--- src/hw/rtl/tevq_pkg.sv ---
// ============================================================================
// tevq_pkg: shared types and constants for the timed event queue
// Payload words, action and status codes, and controller/datapath links.
// ============================================================================
`default_nettype none

package tevq_pkg;

    // Default sizes
    localparam int QueueDepthDef  = 16;
    localparam int NodeBitsDef    = 8;
    localparam int PacketBitsDef  = 16;

    // Field constants
    localparam logic [7:0]  NONE_ID     = 8'hFF;
    localparam logic [31:0] TIME_RESET  = 32'd1;
    localparam logic [1:0]  KIND_CREATE = 2'd0;
    localparam logic [1:0]  KIND_UPLOAD = 2'd2;

    // Input action codes
    typedef enum logic [1:0] {
        ACT_SCHED   = 2'd0,
        ACT_DRAIN   = 2'd1,
        ACT_ADVANCE = 2'd2
    } t_action;

    // Result status codes
    typedef enum logic [2:0] {
        ST_SCHEDULED = 3'd0,
        ST_DROPPED   = 3'd1,
        ST_DUE       = 3'd2,
        ST_NONE_DUE  = 3'd3,
        ST_ADVANCED  = 3'd4
    } t_status;

    // Controller states
    typedef enum logic {
        S_IDLE,
        S_EXEC
    } t_state;

    // Input word
    typedef struct packed {
        logic [1:0]  action;
        logic [1:0]  job_kind;
        logic [7:0]  node_id;
        logic [7:0]  dest_id;
        logic [7:0]  link_id;
        logic [15:0] packet_ref;
        logic [15:0] delay;
    } t_in_word;

    // Result word
    typedef struct packed {
        logic [2:0]  status;
        logic [1:0]  job_kind_res;
        logic [7:0]  node_id_res;
        logic [7:0]  dest_id_res;
        logic [7:0]  link_id_res;
        logic [15:0] packet_ref_res;
        logic [31:0] now_time;
        logic        last;
    } t_out_word;

    // Controller to datapath commands
    typedef struct packed {
        logic    load;
        logic    insert;
        logic    pop;
        logic    tick;
        logic    emit;
        t_status res_status;
        logic    res_last;
    } t_dp_cmd;

    // Datapath to controller status
    typedef struct packed {
        t_action action;
        logic    full;
        logic    head_due;
        logic    next_due;
        logic    out_free;
    } t_dp_stat;

endpackage

`default_nettype wire

--- src/hw/rtl/tevq_ctrl.sv ---
// ============================================================================
// tevq_ctrl: sequencing controller for the timed event queue
// Accepts one word, then runs schedule, drain or advance against the datapath.
// ============================================================================
`default_nettype none

module tevq_ctrl (
    input  wire logic               i_clk,
    input  wire logic               i_rst_n,
    input  wire logic               i_in_valid,
    output logic                    o_in_ready,
    input  wire tevq_pkg::t_dp_stat i_stat,
    output tevq_pkg::t_dp_cmd       o_cmd
);

    tevq_pkg::t_state r_state;
    tevq_pkg::t_state n_state;

    // State register
    always_ff @(posedge i_clk) begin
        if (!i_rst_n) begin
            r_state <= tevq_pkg::S_IDLE;
        end else begin
            r_state <= n_state;
        end
    end

    // Next state
    always_comb begin
        n_state = r_state;
        unique case (r_state)
            tevq_pkg::S_IDLE: begin
                if (i_in_valid) begin
                    n_state = tevq_pkg::S_EXEC;
                end
            end
            tevq_pkg::S_EXEC: begin
                unique case (i_stat.action) inside
                    tevq_pkg::ACT_SCHED, tevq_pkg::ACT_ADVANCE: begin
                        if (i_stat.out_free) begin
                            n_state = tevq_pkg::S_IDLE;
                        end
                    end
                    tevq_pkg::ACT_DRAIN: begin
                        // stay while another job is due behind the head
                        if (i_stat.out_free && !(i_stat.head_due && i_stat.next_due)) begin
                            n_state = tevq_pkg::S_IDLE;
                        end
                    end
                    default: begin
                        n_state = tevq_pkg::S_IDLE;
                    end
                endcase
            end
            default: begin
                n_state = tevq_pkg::S_IDLE;
            end
        endcase
    end

    // Outputs
    always_comb begin
        o_in_ready       = 1'b0;
        o_cmd            = '0;
        o_cmd.res_status = tevq_pkg::ST_SCHEDULED;
        unique case (r_state)
            tevq_pkg::S_IDLE: begin
                o_in_ready = 1'b1;
                o_cmd.load = i_in_valid;
            end
            tevq_pkg::S_EXEC: begin
                if (i_stat.out_free) begin
                    unique case (i_stat.action)
                        tevq_pkg::ACT_SCHED: begin
                            o_cmd.emit     = 1'b1;
                            o_cmd.res_last = 1'b1;
                            if (i_stat.full) begin
                                o_cmd.res_status = tevq_pkg::ST_DROPPED;
                            end else begin
                                o_cmd.insert     = 1'b1;
                                o_cmd.res_status = tevq_pkg::ST_SCHEDULED;
                            end
                        end
                        tevq_pkg::ACT_DRAIN: begin
                            o_cmd.emit = 1'b1;
                            if (i_stat.head_due) begin
                                o_cmd.pop        = 1'b1;
                                o_cmd.res_status = tevq_pkg::ST_DUE;
                                o_cmd.res_last   = !i_stat.next_due;
                            end else begin
                                o_cmd.res_status = tevq_pkg::ST_NONE_DUE;
                                o_cmd.res_last   = 1'b1;
                            end
                        end
                        tevq_pkg::ACT_ADVANCE: begin
                            o_cmd.emit       = 1'b1;
                            o_cmd.tick       = 1'b1;
                            o_cmd.res_status = tevq_pkg::ST_ADVANCED;
                            o_cmd.res_last   = 1'b1;
                        end
                        default: begin
                            // unused action: no result
                            o_cmd.emit = 1'b0;
                        end
                    endcase
                end
            end
            default: begin
                o_in_ready = 1'b0;
            end
        endcase
    end

endmodule

`default_nettype wire

--- src/hw/rtl/tevq_dpath.sv ---
// ============================================================================
// tevq_dpath: datapath for the timed event queue
// Time counter, sorted shift array of jobs, input latch and result register.
// ============================================================================
`default_nettype none

module tevq_dpath #(
    parameter int QUEUE_DEPTH = tevq_pkg::QueueDepthDef,
    parameter int NODE_BITS   = tevq_pkg::NodeBitsDef,
    parameter int PACKET_BITS = tevq_pkg::PacketBitsDef
) (
    input  wire logic               i_clk,
    input  wire logic               i_rst_n,
    input  wire tevq_pkg::t_dp_cmd  i_cmd,
    output tevq_pkg::t_dp_stat      o_stat,
    input  wire tevq_pkg::t_in_word i_in_data,
    output logic                    o_out_valid,
    input  wire logic               i_out_ready,
    output tevq_pkg::t_out_word     o_out_data
);

    // Input latch, precomputed due time, current time
    tevq_pkg::t_in_word r_in;
    logic [31:0]        r_due;
    logic [31:0]        r_now;

    // Job array, sorted by due time, valid entries form a prefix
    logic [QUEUE_DEPTH-1:0] r_valid;
    logic [31:0]            r_due_time [QUEUE_DEPTH];
    logic [1:0]             r_kind     [QUEUE_DEPTH];
    logic [NODE_BITS-1:0]   r_node     [QUEUE_DEPTH];
    logic [7:0]             r_dest     [QUEUE_DEPTH];
    logic [7:0]             r_link     [QUEUE_DEPTH];
    logic [PACKET_BITS-1:0] r_packet   [QUEUE_DEPTH];

    // Result register
    logic                r_out_valid;
    tevq_pkg::t_out_word r_out;

    // New job fields
    logic [NODE_BITS-1:0]   new_node;
    logic [7:0]             new_dest;
    logic [7:0]             new_link;
    logic [PACKET_BITS-1:0] new_packet;

    // Entries that stay ahead of the new job
    logic [QUEUE_DEPTH-1:0] keep;

    assign new_node   = NODE_BITS'(r_in.node_id);
    assign new_dest   = (r_in.job_kind == tevq_pkg::KIND_CREATE) ? r_in.dest_id
                                                                 : tevq_pkg::NONE_ID;
    assign new_link   = (r_in.job_kind >= tevq_pkg::KIND_UPLOAD) ? r_in.link_id
                                                                 : tevq_pkg::NONE_ID;
    assign new_packet = (r_in.job_kind == tevq_pkg::KIND_CREATE) ? '0
                                                                 : PACKET_BITS'(r_in.packet_ref);

    always_comb begin
        for (int i = 0; i < QUEUE_DEPTH; i++) begin
            keep[i] = r_valid[i] && (r_due_time[i] <= r_due);
        end
    end

    // Status to controller
    assign o_stat.action   = tevq_pkg::t_action'(r_in.action);
    assign o_stat.full     = r_valid[QUEUE_DEPTH-1];
    assign o_stat.head_due = r_valid[0] && (r_due_time[0] == r_now);
    assign o_stat.next_due = r_valid[1] && (r_due_time[1] == r_now);
    assign o_stat.out_free = !r_out_valid || i_out_ready;

    // Input latch and due time
    always_ff @(posedge i_clk) begin
        if (i_cmd.load) begin
            r_in  <= i_in_data;
            r_due <= r_now + 32'(i_in_data.delay);
        end
    end

    // Current time
    always_ff @(posedge i_clk) begin
        if (!i_rst_n) begin
            r_now <= tevq_pkg::TIME_RESET;
        end else if (i_cmd.tick) begin
            r_now <= r_now + 32'd1;
        end
    end

    // Shift array slots: insert shifts up, pop shifts down
    for (genvar g = 0; g < QUEUE_DEPTH; g++) begin : g_slot
        localparam int Up = (g == 0) ? 0 : g - 1;
        localparam int Dn = (g == QUEUE_DEPTH - 1) ? g : g + 1;

        logic up_keep;
        logic take_new;
        logic take_up;

        assign up_keep  = (g == 0) ? 1'b1 : keep[Up];
        assign take_new = i_cmd.insert && !keep[g] && up_keep;
        assign take_up  = i_cmd.insert && !keep[g] && !up_keep;

        always_ff @(posedge i_clk) begin
            if (!i_rst_n) begin
                r_valid[g] <= 1'b0;
            end else if (take_new) begin
                r_valid[g] <= 1'b1;
            end else if (take_up) begin
                r_valid[g] <= r_valid[Up];
            end else if (i_cmd.pop) begin
                r_valid[g] <= (g == QUEUE_DEPTH - 1) ? 1'b0 : r_valid[Dn];
            end
        end

        always_ff @(posedge i_clk) begin
            if (take_new) begin
                r_due_time[g] <= r_due;
                r_kind[g]     <= r_in.job_kind;
                r_node[g]     <= new_node;
                r_dest[g]     <= new_dest;
                r_link[g]     <= new_link;
                r_packet[g]   <= new_packet;
            end else if (take_up) begin
                r_due_time[g] <= r_due_time[Up];
                r_kind[g]     <= r_kind[Up];
                r_node[g]     <= r_node[Up];
                r_dest[g]     <= r_dest[Up];
                r_link[g]     <= r_link[Up];
                r_packet[g]   <= r_packet[Up];
            end else if (i_cmd.pop) begin
                r_due_time[g] <= r_due_time[Dn];
                r_kind[g]     <= r_kind[Dn];
                r_node[g]     <= r_node[Dn];
                r_dest[g]     <= r_dest[Dn];
                r_link[g]     <= r_link[Dn];
                r_packet[g]   <= r_packet[Dn];
            end
        end
    end

    // Result valid: set on emit, cleared when taken
    always_ff @(posedge i_clk) begin
        if (!i_rst_n) begin
            r_out_valid <= 1'b0;
        end else if (i_cmd.emit) begin
            r_out_valid <= 1'b1;
        end else if (i_out_ready) begin
            r_out_valid <= 1'b0;
        end
    end

    // Result word; job fields only for a due job
    always_ff @(posedge i_clk) begin
        if (i_cmd.emit) begin
            r_out.status   <= i_cmd.res_status;
            r_out.now_time <= i_cmd.tick ? (r_now + 32'd1) : r_now;
            r_out.last     <= i_cmd.res_last;
            if (i_cmd.res_status == tevq_pkg::ST_DUE) begin
                r_out.job_kind_res   <= r_kind[0];
                r_out.node_id_res    <= 8'(r_node[0]);
                r_out.dest_id_res    <= r_dest[0];
                r_out.link_id_res    <= r_link[0];
                r_out.packet_ref_res <= 16'(r_packet[0]);
            end else begin
                r_out.job_kind_res   <= '0;
                r_out.node_id_res    <= '0;
                r_out.dest_id_res    <= '0;
                r_out.link_id_res    <= '0;
                r_out.packet_ref_res <= '0;
            end
        end
    end

    assign o_out_valid = r_out_valid;
    assign o_out_data  = r_out;

endmodule

`default_nettype wire

--- src/hw/rtl/timed_event_queue.sv ---
// ============================================================================
// timed_event_queue: discrete-event job queue kept in due-time order
// Top level joining the sequencing controller and the job datapath.
// ============================================================================
// Usage:
//   Input channel (i_in_valid / o_in_ready / i_in_data) takes one word per
//   item: schedule a job at now + delay, drain jobs due now, or advance time.
//   Result channel (o_out_valid / i_out_ready / o_out_data) returns one word
//   for schedule and advance, one word per due job for a drain (last marks
//   the final one) or a single none-due word. The unused action code gives
//   no result.
//   Flow: a word is taken in the idle state and worked in the execute
//   state once the result slot is free; a drain pops due jobs one per
//   cycle, while the slot is free, through the head of the shift array.
//   The result is registered and appears in the cycle after it is worked.
//   A registered result slot parts the channels: the next word is taken
//   while a result still waits. When the receiver stalls, work stops in the
//   execute step until the slot frees; nothing is lost.
//   Reset empties the queue, clears the result slot and sets time to 1.
// ============================================================================
`default_nettype none

module timed_event_queue #(
    parameter int QUEUE_DEPTH = tevq_pkg::QueueDepthDef,
    parameter int NODE_BITS   = tevq_pkg::NodeBitsDef,
    parameter int PACKET_BITS = tevq_pkg::PacketBitsDef
) (
    input  wire logic                i_clk,
    input  wire logic                i_rst_n,
    input  wire logic                i_in_valid,
    output logic                     o_in_ready,
    input  wire tevq_pkg::t_in_word  i_in_data,
    output logic                     o_out_valid,
    input  wire logic                i_out_ready,
    output tevq_pkg::t_out_word      o_out_data
);

    tevq_pkg::t_dp_cmd  cmd;
    tevq_pkg::t_dp_stat stat;

    // Controller
    tevq_ctrl u_ctrl (
        .i_clk      (i_clk),
        .i_rst_n    (i_rst_n),
        .i_in_valid (i_in_valid),
        .o_in_ready (o_in_ready),
        .i_stat     (stat),
        .o_cmd      (cmd)
    );

    // Datapath
    tevq_dpath #(
        .QUEUE_DEPTH (QUEUE_DEPTH),
        .NODE_BITS   (NODE_BITS),
        .PACKET_BITS (PACKET_BITS)
    ) u_dpath (
        .i_clk       (i_clk),
        .i_rst_n     (i_rst_n),
        .i_cmd       (cmd),
        .o_stat      (stat),
        .i_in_data   (i_in_data),
        .o_out_valid (o_out_valid),
        .i_out_ready (i_out_ready),
        .o_out_data  (o_out_data)
    );

endmodule

`default_nettype wire

--- config.mk ---
export PLATFORM = sky130hd
export DESIGN_NAME = timed_event_queue
export DESIGN_NICKNAME = d
export VERILOG_FILES = /design/src/hw/rtl/tevq_pkg.sv /design/src/hw/rtl/tevq_ctrl.sv /design/src/hw/rtl/tevq_dpath.sv /design/src/hw/rtl/timed_event_queue.sv
export SDC_FILE = /design/constraint.sdc
export NUM_CORES = 2
export LEC_CHECK = 0
export BUFFER_PORTS_ARGS = -buffer_cell sky130_fd_sc_hd__buf_2
export CORE_MARGIN = 5
export CORE_UTILIZATION = 55
export CTS_CLUSTER_SIZE = 30
export DETAILED_ROUTE_END_ITERATION = 10
export HOLD_SLACK_MARGIN = 0.02
export PLACE_DENSITY = 0.71
export SYNTH_ARGS = -nofsm -noshare
export SYNTH_HDL_FRONTEND = slang
export SYNTH_SLANG_ARGS = --single-unit
--- constraint.sdc ---
create_clock -name i_clk -period 12.9 [get_ports i_clk]
set_clock_uncertainty 0.1 [all_clocks]
set_input_delay 3.87 -clock i_clk [delete_from_list [all_inputs] [get_ports i_clk]]
set_output_delay 3.87 -clock i_clk [all_outputs]
set_load 0.03 [all_outputs]
# [After elaboration in Yosys (flattened, before gate mapping)]
# Memory sizes are Yosys's and may differ from the RTL's.
# Cells that the tools add are included.
[word_totals] output_inout_bits=80 regBits=204 input_bits=64 memories=6 word_cells=741 ramBits=1184
[mem_list] memory="u_dpath.r_due_time" depth=16 word_bits=32 read_ports=16 rd_clocked_by_memory_dff=0 write_ports=16 line="tevq_dpath.sv:29" rtl="logic [31:0] r_due_time [QUEUE_DEPTH];"
[mem_list] memory="u_dpath.r_packet" depth=16 word_bits=16 read_ports=16 rd_clocked_by_memory_dff=0 write_ports=16 line="tevq_dpath.sv:34" rtl="logic [PACKET_BITS-1:0] r_packet [QUEUE_DEPTH];"
[mem_list] memory="u_dpath.r_dest" depth=16 word_bits=8 read_ports=16 rd_clocked_by_memory_dff=0 write_ports=16 line="tevq_dpath.sv:32" rtl="logic [7:0] r_dest [QUEUE_DEPTH];"
[mem_list] memory="u_dpath.r_link" depth=16 word_bits=8 read_ports=16 rd_clocked_by_memory_dff=0 write_ports=16 line="tevq_dpath.sv:33" rtl="logic [7:0] r_link [QUEUE_DEPTH];"
[mem_list] memory="u_dpath.r_node" depth=16 word_bits=8 read_ports=16 rd_clocked_by_memory_dff=0 write_ports=16 line="tevq_dpath.sv:31" rtl="logic [NODE_BITS-1:0] r_node [QUEUE_DEPTH];"
[mem_list] memory="u_dpath.r_kind" depth=16 word_bits=2 read_ports=16 rd_clocked_by_memory_dff=0 write_ports=16 line="tevq_dpath.sv:30" rtl="logic [1:0] r_kind [QUEUE_DEPTH];"
[op_classes] mux=382 reduce_logical=108 bitwise=187 n_eq_ne=5 order_cmp=17 addsub=2
[ops] operator="$mux 32" count=32
[ops] operator="$mux 8" count=97
[ops] operator="$le 32x32->1" count=16
[ops] operator="$mux 16" count=32
[ops] operator="$mux 1" count=186
[ops] operator="$or 1x1->1" count=186
[ops] operator="$logic_and 1x1->1" count=66
[ops] operator="$eq 32x32->1" count=2
[ops] operator="$mux 2" count=32
[ops] operator="$reduce_bool 3->1" count=15
[ops] operator="$add 32x1->32 const B" count=1
[ops] operator="$add 32x16->32" count=1
[ops] operator="$logic_not 1->1" count=19
[ops] operator="$pmux 4 s3" count=1
[ops] operator="$logic_not 2->1" count=2
[ops] operator="$pmux 1 s2" count=2
[ops] operator="$reduce_bool 2->1" count=2
[ops] operator="$eq 3x2->1 const B" count=1
[ops] operator="$reduce_or 3->1" count=1
[ops] operator="$eq 2x1->1 const B" count=1
[ops] operator="$eq 2x2->1 const B" count=1
[ops] operator="$ge 2x2->1 const B" count=1
[ops] operator="$reduce_and 2->1" count=1
[ops] operator="$reduce_or 2->1" count=1
[ops] operator="2 further kinds" count=2

# [Logic depth before layout (Yosys ltp)]
# An unclocked memory read counts as a cell.
[logic_depth] depth_word=15 mapped_depth=12 mapped_depth_nobuf=10

# [Hierarchy]
# From an unflattened synthesis, not the netlist that was laid out.
[hier_totals] hier_cells=6343 area_unflattened_um2=74768.0
[by_module_without_submodules] mod="tevq_dpath" cells_per_inst=6323 seq_area_each_um2=41159.5 area_each_um2=74625.3 n_inst=1
[by_module_without_submodules] mod="tevq_ctrl" cells_per_inst=20 seq_area_each_um2=20.0 area_each_um2=142.6 n_inst=1

# [Worst setup path after synthesis]
# No wires, ideal clock.
[synth_timing] path_type="input-to-reg" from="in i_out_ready" to="reg u_dpath.r_valid[0]" path_buffers=0 required_ps=12717 path_slack_ps=2173 cell_stages=4 arrival_ps=10544 setup_time_ps=83 path_cell_list="nand2b_1 nand4_1 o21ai_0 o221a_2"
[synth_between] elab_chain_cells=5 elab_cells_between_ends=6 classes_between="3 x mux; 3 x reduce/logical"
[synth_rtl] element="from (decl)" line="timed_event_queue.sv:34" rtl="input wire logic i_out_ready,"
[synth_rtl] element="$logic_or 1x1->1 (*)" line="tevq_dpath.sv:68" rtl="assign o_stat.out_free = !r_out_valid || i_out_ready;"
[synth_rtl] element="$mux 8 (*)" line="tevq_ctrl.sv:72" rtl="if (i_stat.out_free) begin"
[synth_rtl] element="$mux 8 (*)" line="tevq_ctrl.sv:66" rtl="unique case (r_state)"
[synth_rtl] element="$logic_and 1x1->1" line="tevq_dpath.sv:97" rtl="assign take_new = i_cmd.insert && !keep[g] && up_keep;"
[synth_rtl] element="$mux 1 / $reduce_bool 2->1 (equally long branches)"
[synth_rtl] element="to (signal, indexed assignment)" line="tevq_dpath.sv:106" rtl="r_valid[g] <= r_valid[Up];"
[synth_rtl] element="to (signal, indexed assignment)" line="tevq_dpath.sv:108" rtl="r_valid[g] <= (g == QUEUE_DEPTH - 1) ? 1'b0 : r_valid[Dn];"
[synth_rtl] element="to (decl)" line="tevq_dpath.sv:28" rtl="logic [QUEUE_DEPTH-1:0] r_valid;"
# Mark *: on every way between the ends. The rest lies on a longest branch, timed or not.
# A chain may end at the register's enable or synchronous reset.

==> flow_summary.json <==
{
  "synth-seq-cells": 1388,
  "cts_sinks": 1388,
  "start_kind": "input port",
  "finish.utilization_pct": 60.3,
  "track_usage_pct": 36.1,
  "arrival_ns": 8.20,
  "antenna_found_initial": 16,
  "synthFlopType": "edfxtp_1",
  "ys_async_sr_fraction_pct": 0,
  "setup_viol": 0,
  "gp_congestion": 0.984,
  "period_share_pct": 60.1,
  "yosysWarningCount": 0,
  "synth_area_leaders": "edfxtp_1, a221o_1, ha_1",
  "peakVddDrop_v": 0.000114,
  "finalHoldViolCount": 0,
  "drc": 0,
  "max_slew.worst_pin.slew_ns": 1.38,
  "outcome": "complete, no violations",
  "drive_above_1_share_pct": 8.64,
  "routedWlPerCell_um": 31.8,
  "overflow": 0,
  "final_nets": 7264,
  "dp_cells": 8422,
  "clk_latency_ns": 0.82,
  "finalCriticalPeriod_ns": 7.75,
  "rsz0062_at_grt": "no",
  "io_pins": 144,
  "num_vias": 64392,
  "cts_hold_buf": 0,
  "cts_buffers": 154,
  "port_buffers": 143,
  "coreArea_sq_mm": 0.140,
  "synth_cell_types": 63,
  "syn_to_final_growth_pct": 8.78,
  "postRouteAntennaNets": 0,
  "final_cells": 8708,
  "grt_pass1_wl_mm": 403,
  "critPathCaptureType": "flop",
  "die_h_um": 386,
  "maxSlewViolCount": 0,
  "yosysTopAreaCellShare_pct": 51.8,
  "syn_area_sq_mm": 0.0776,
  "p_leak_nw": 32.6,
  "avgSynthCellArea_sq_um": 11.2,
  "syn_inst": 6899,
  "yosys.area.top_type": "edfxtp_1",
  "crit_type": "input port to flop",
  "synth_fp_nets": 7461,
  "min_path_type": "flop to flop",
  "drt_iter0_drc": 10937,
  "num-fill-cells": 11149,
  "total_power_mw": 10.4,
  "cts_tree": "yes",
  "p_per_area_mw_per_mm2": 123,
  "synth-edff-count": 1338,
  "max_freq_ghz": 0.129,
  "max-clock-path-buffers": 3,
  "die_w_um": 386,
  "post-dp-hpwl_mm": 183,
  "clockRootBuffer": "clkbuf_16",
  "totalWireLength_mm": 277,
  "clkTransAtPathRegs_ns": 0.06,
  "initial_core_util_pct": 55.5,
  "grt_max_degree": 229,
  "floorplan.die_area_sq_mm": 0.149,
  "firstDrtPassIters": 9,
  "postCtsSetupRepairBufs": 0,
  "maxCapViolations": 0,
  "relSlewSlack_pct": 7.50,
  "post_cts_resized": 0,
  "htree_levels": 4,
  "cp.required_ns": 13.35,
  "vias_per_cell": 7.39,
  "path_max_fanout": 70,
  "first_global_vias": 60329,
  "seq_area_frac_synth_pct": 53.1,
  "rows": 137,
  "setup_tns_ns": 0
}
==> where the power goes <==
part           total (mW)  internal (mW)  switching [mW]
registers            5.16           5.07          0.0959
clock network        4.40           2.46            1.93
logic               0.851          0.321           0.529
==> state kept, by name, summed over array words and instances, names as in the netlist <==
| register | count |
|---|---|
| u_dpath.r_kind | 32 |
| u_dpath.r_dest | 128 |
| u_dpath.r_link | 128 |
| u_dpath.o_stat | 3 |
| u_ctrl.r_state | 1 |
| u_dpath.r_due_time | 512 |
| u_dpath.o_out_data | 78 |
| u_dpath.r_now | 32 |
| u_dpath.r_due | 32 |
| u_dpath.r_node | 128 |
| u_dpath.r_packet | 256 |
| u_dpath.new_node | 8 |
| u_dpath.r_in | 34 |
| u_dpath.o_out_valid | 1 |
| u_dpath.r_valid | 15 |
==> cell usage after synthesis (4+ instances only) <==
| cell | instances |
|---|---|
| and2_1 | 69 |
| nor4_1 | 20 |
| ha_1 | 497 |
| nor3_1 | 233 |
| edfxtp_1 | 1338 |
| a221o_1 | 782 |
| dfxtp_1 | 50 |
| and4_1 | 21 |
| nand3_1 | 432 |
| a22oi_1 | 20 |
| or4_1 | 5 |
| nor2_1 | 267 |
| nand4_1 | 134 |
| nor2b_1 | 45 |
| a21boi_0 | 11 |
| o21ai_1 | 8 |
| or3_1 | 13 |
| clkbuf_1 | 424 |
| a21oi_2 | 8 |
| buf_1 | 22 |
| o2111ai_1 | 4 |
| and3_1 | 744 |
| a2111oi_0 | 11 |
| a21o_1 | 77 |
| nand2b_1 | 31 |
| a221oi_1 | 9 |
| o21a_1 | 36 |
| o211ai_1 | 32 |
| buf_4 | 9 |
| buf_2 | 174 |
| xor2_1 | 14 |
| o21ai_0 | 295 |
| inv_1 | 108 |
| nand2_1 | 444 |
| a21oi_1 | 295 |
| o31a_1 | 10 |
| or2_2 | 24 |
| xnor2_1 | 108 |
| a31oi_1 | 18 |
| a211oi_1 | 20 |
==> layout make-up <==
| class | instances | area (sq um) | share of cell area, % |
|---|---|---|---|
| sequential | 1388 | 41200 | 48.8 |
| multi-input combinational | 4770 | 33800 | 40.0 |
| clock buffer | 193 | 4080 | 4.84 |
| tap | 1876 | 2350 | 2.78 |
| timing repair buffer | 279 | 1800 | 2.13 |
| clock inverter | 86 | 812 | 0.962 |
| inverter | 109 | 412 | 0.488 |
| antenna | 7 | 17.5 | 0.0208 |
==> metal layers <==
layer | share of wire (%) | up-vias | global-route usage [%]
li1 | - | 26887 | -
met1 | 37 | 31241 | 50.1
met2 | 41 | 5567 | 51.0
met3 | 17 | 687 | 15.1
met4 | 3.7 | 10 | 12.9
met5 | 0.034 | - | 0
==> cells by family after synthesis <==
group | after synthesis | synth area share (%)
XOR/XNOR | 122 | 1.38
buffers and inverters | 741 | 3.94
AO/OA/AOI/OAI | 1657 | 16.7
adder cells (fa/ha/maj) | 498 | 8.04
AND/OR/NAND/NOR | 2493 | 16.9
flip-flops | 1388 | 53.1
==> worst max-delay path, stage by stage <==
cell and delay (ns):
buf_2 0.09, nand2b_1 0.24, nand4_1 0.20, buf_4 0.27
inv_4 0.48, buf_4 0.48, o21a_1 0.28, o21a_4 0.43
buf_4 0.69, a21oi_4 0.10, buf_4 0.43, a221o_1 0.46
==> metrics by stage <==
| stage | cell area [sq um] | setup WS (ns) | hold slack [ns] |
|---|---|---|---|
| CTS | 84400 | 5.36 | 0.424 |
| detailed placement | 79500 | 4.51 | 0.417 |
| global route | 84400 | 5.17 | 0.456 |
| global placement | 79500 | 4.55 | 0.412 |
| floorplan | 77600 | 2.17 | 0.374 |
| finish | 84400 | 5.15 | 0.429 |
==> path summary, 6_finish.rpt <==
path         slack [ns]                       start                    endpoint  cells after the start
min                0.43  u_dpath.r_due_time[1][245]  u_dpath.r_due_time[1][213]                      2
max                5.15                 i_out_ready      u_dpath.r_packet[1][3]                     12
min reg2reg        0.43  u_dpath.r_due_time[1][245]  u_dpath.r_due_time[1][213]                      2
max reg2reg        6.19           u_dpath.r_due[31]   u_dpath.r_due_time[1][37]                     11
==> placed cells by master (no fill, tap or decap), types with 143 or more instances in the layout <==
master,instances
nor3_1,233
nand2_1,432
o21ai_0,290
a221o_1,782
edfxtp_1,1338
nand3_1,432
a21oi_1,291
ha_1,497
and3_1,744
nor2_1,265
buf_2,143
clkbuf_16,157
Note: power is estimated with default switching activity, not from simulation.
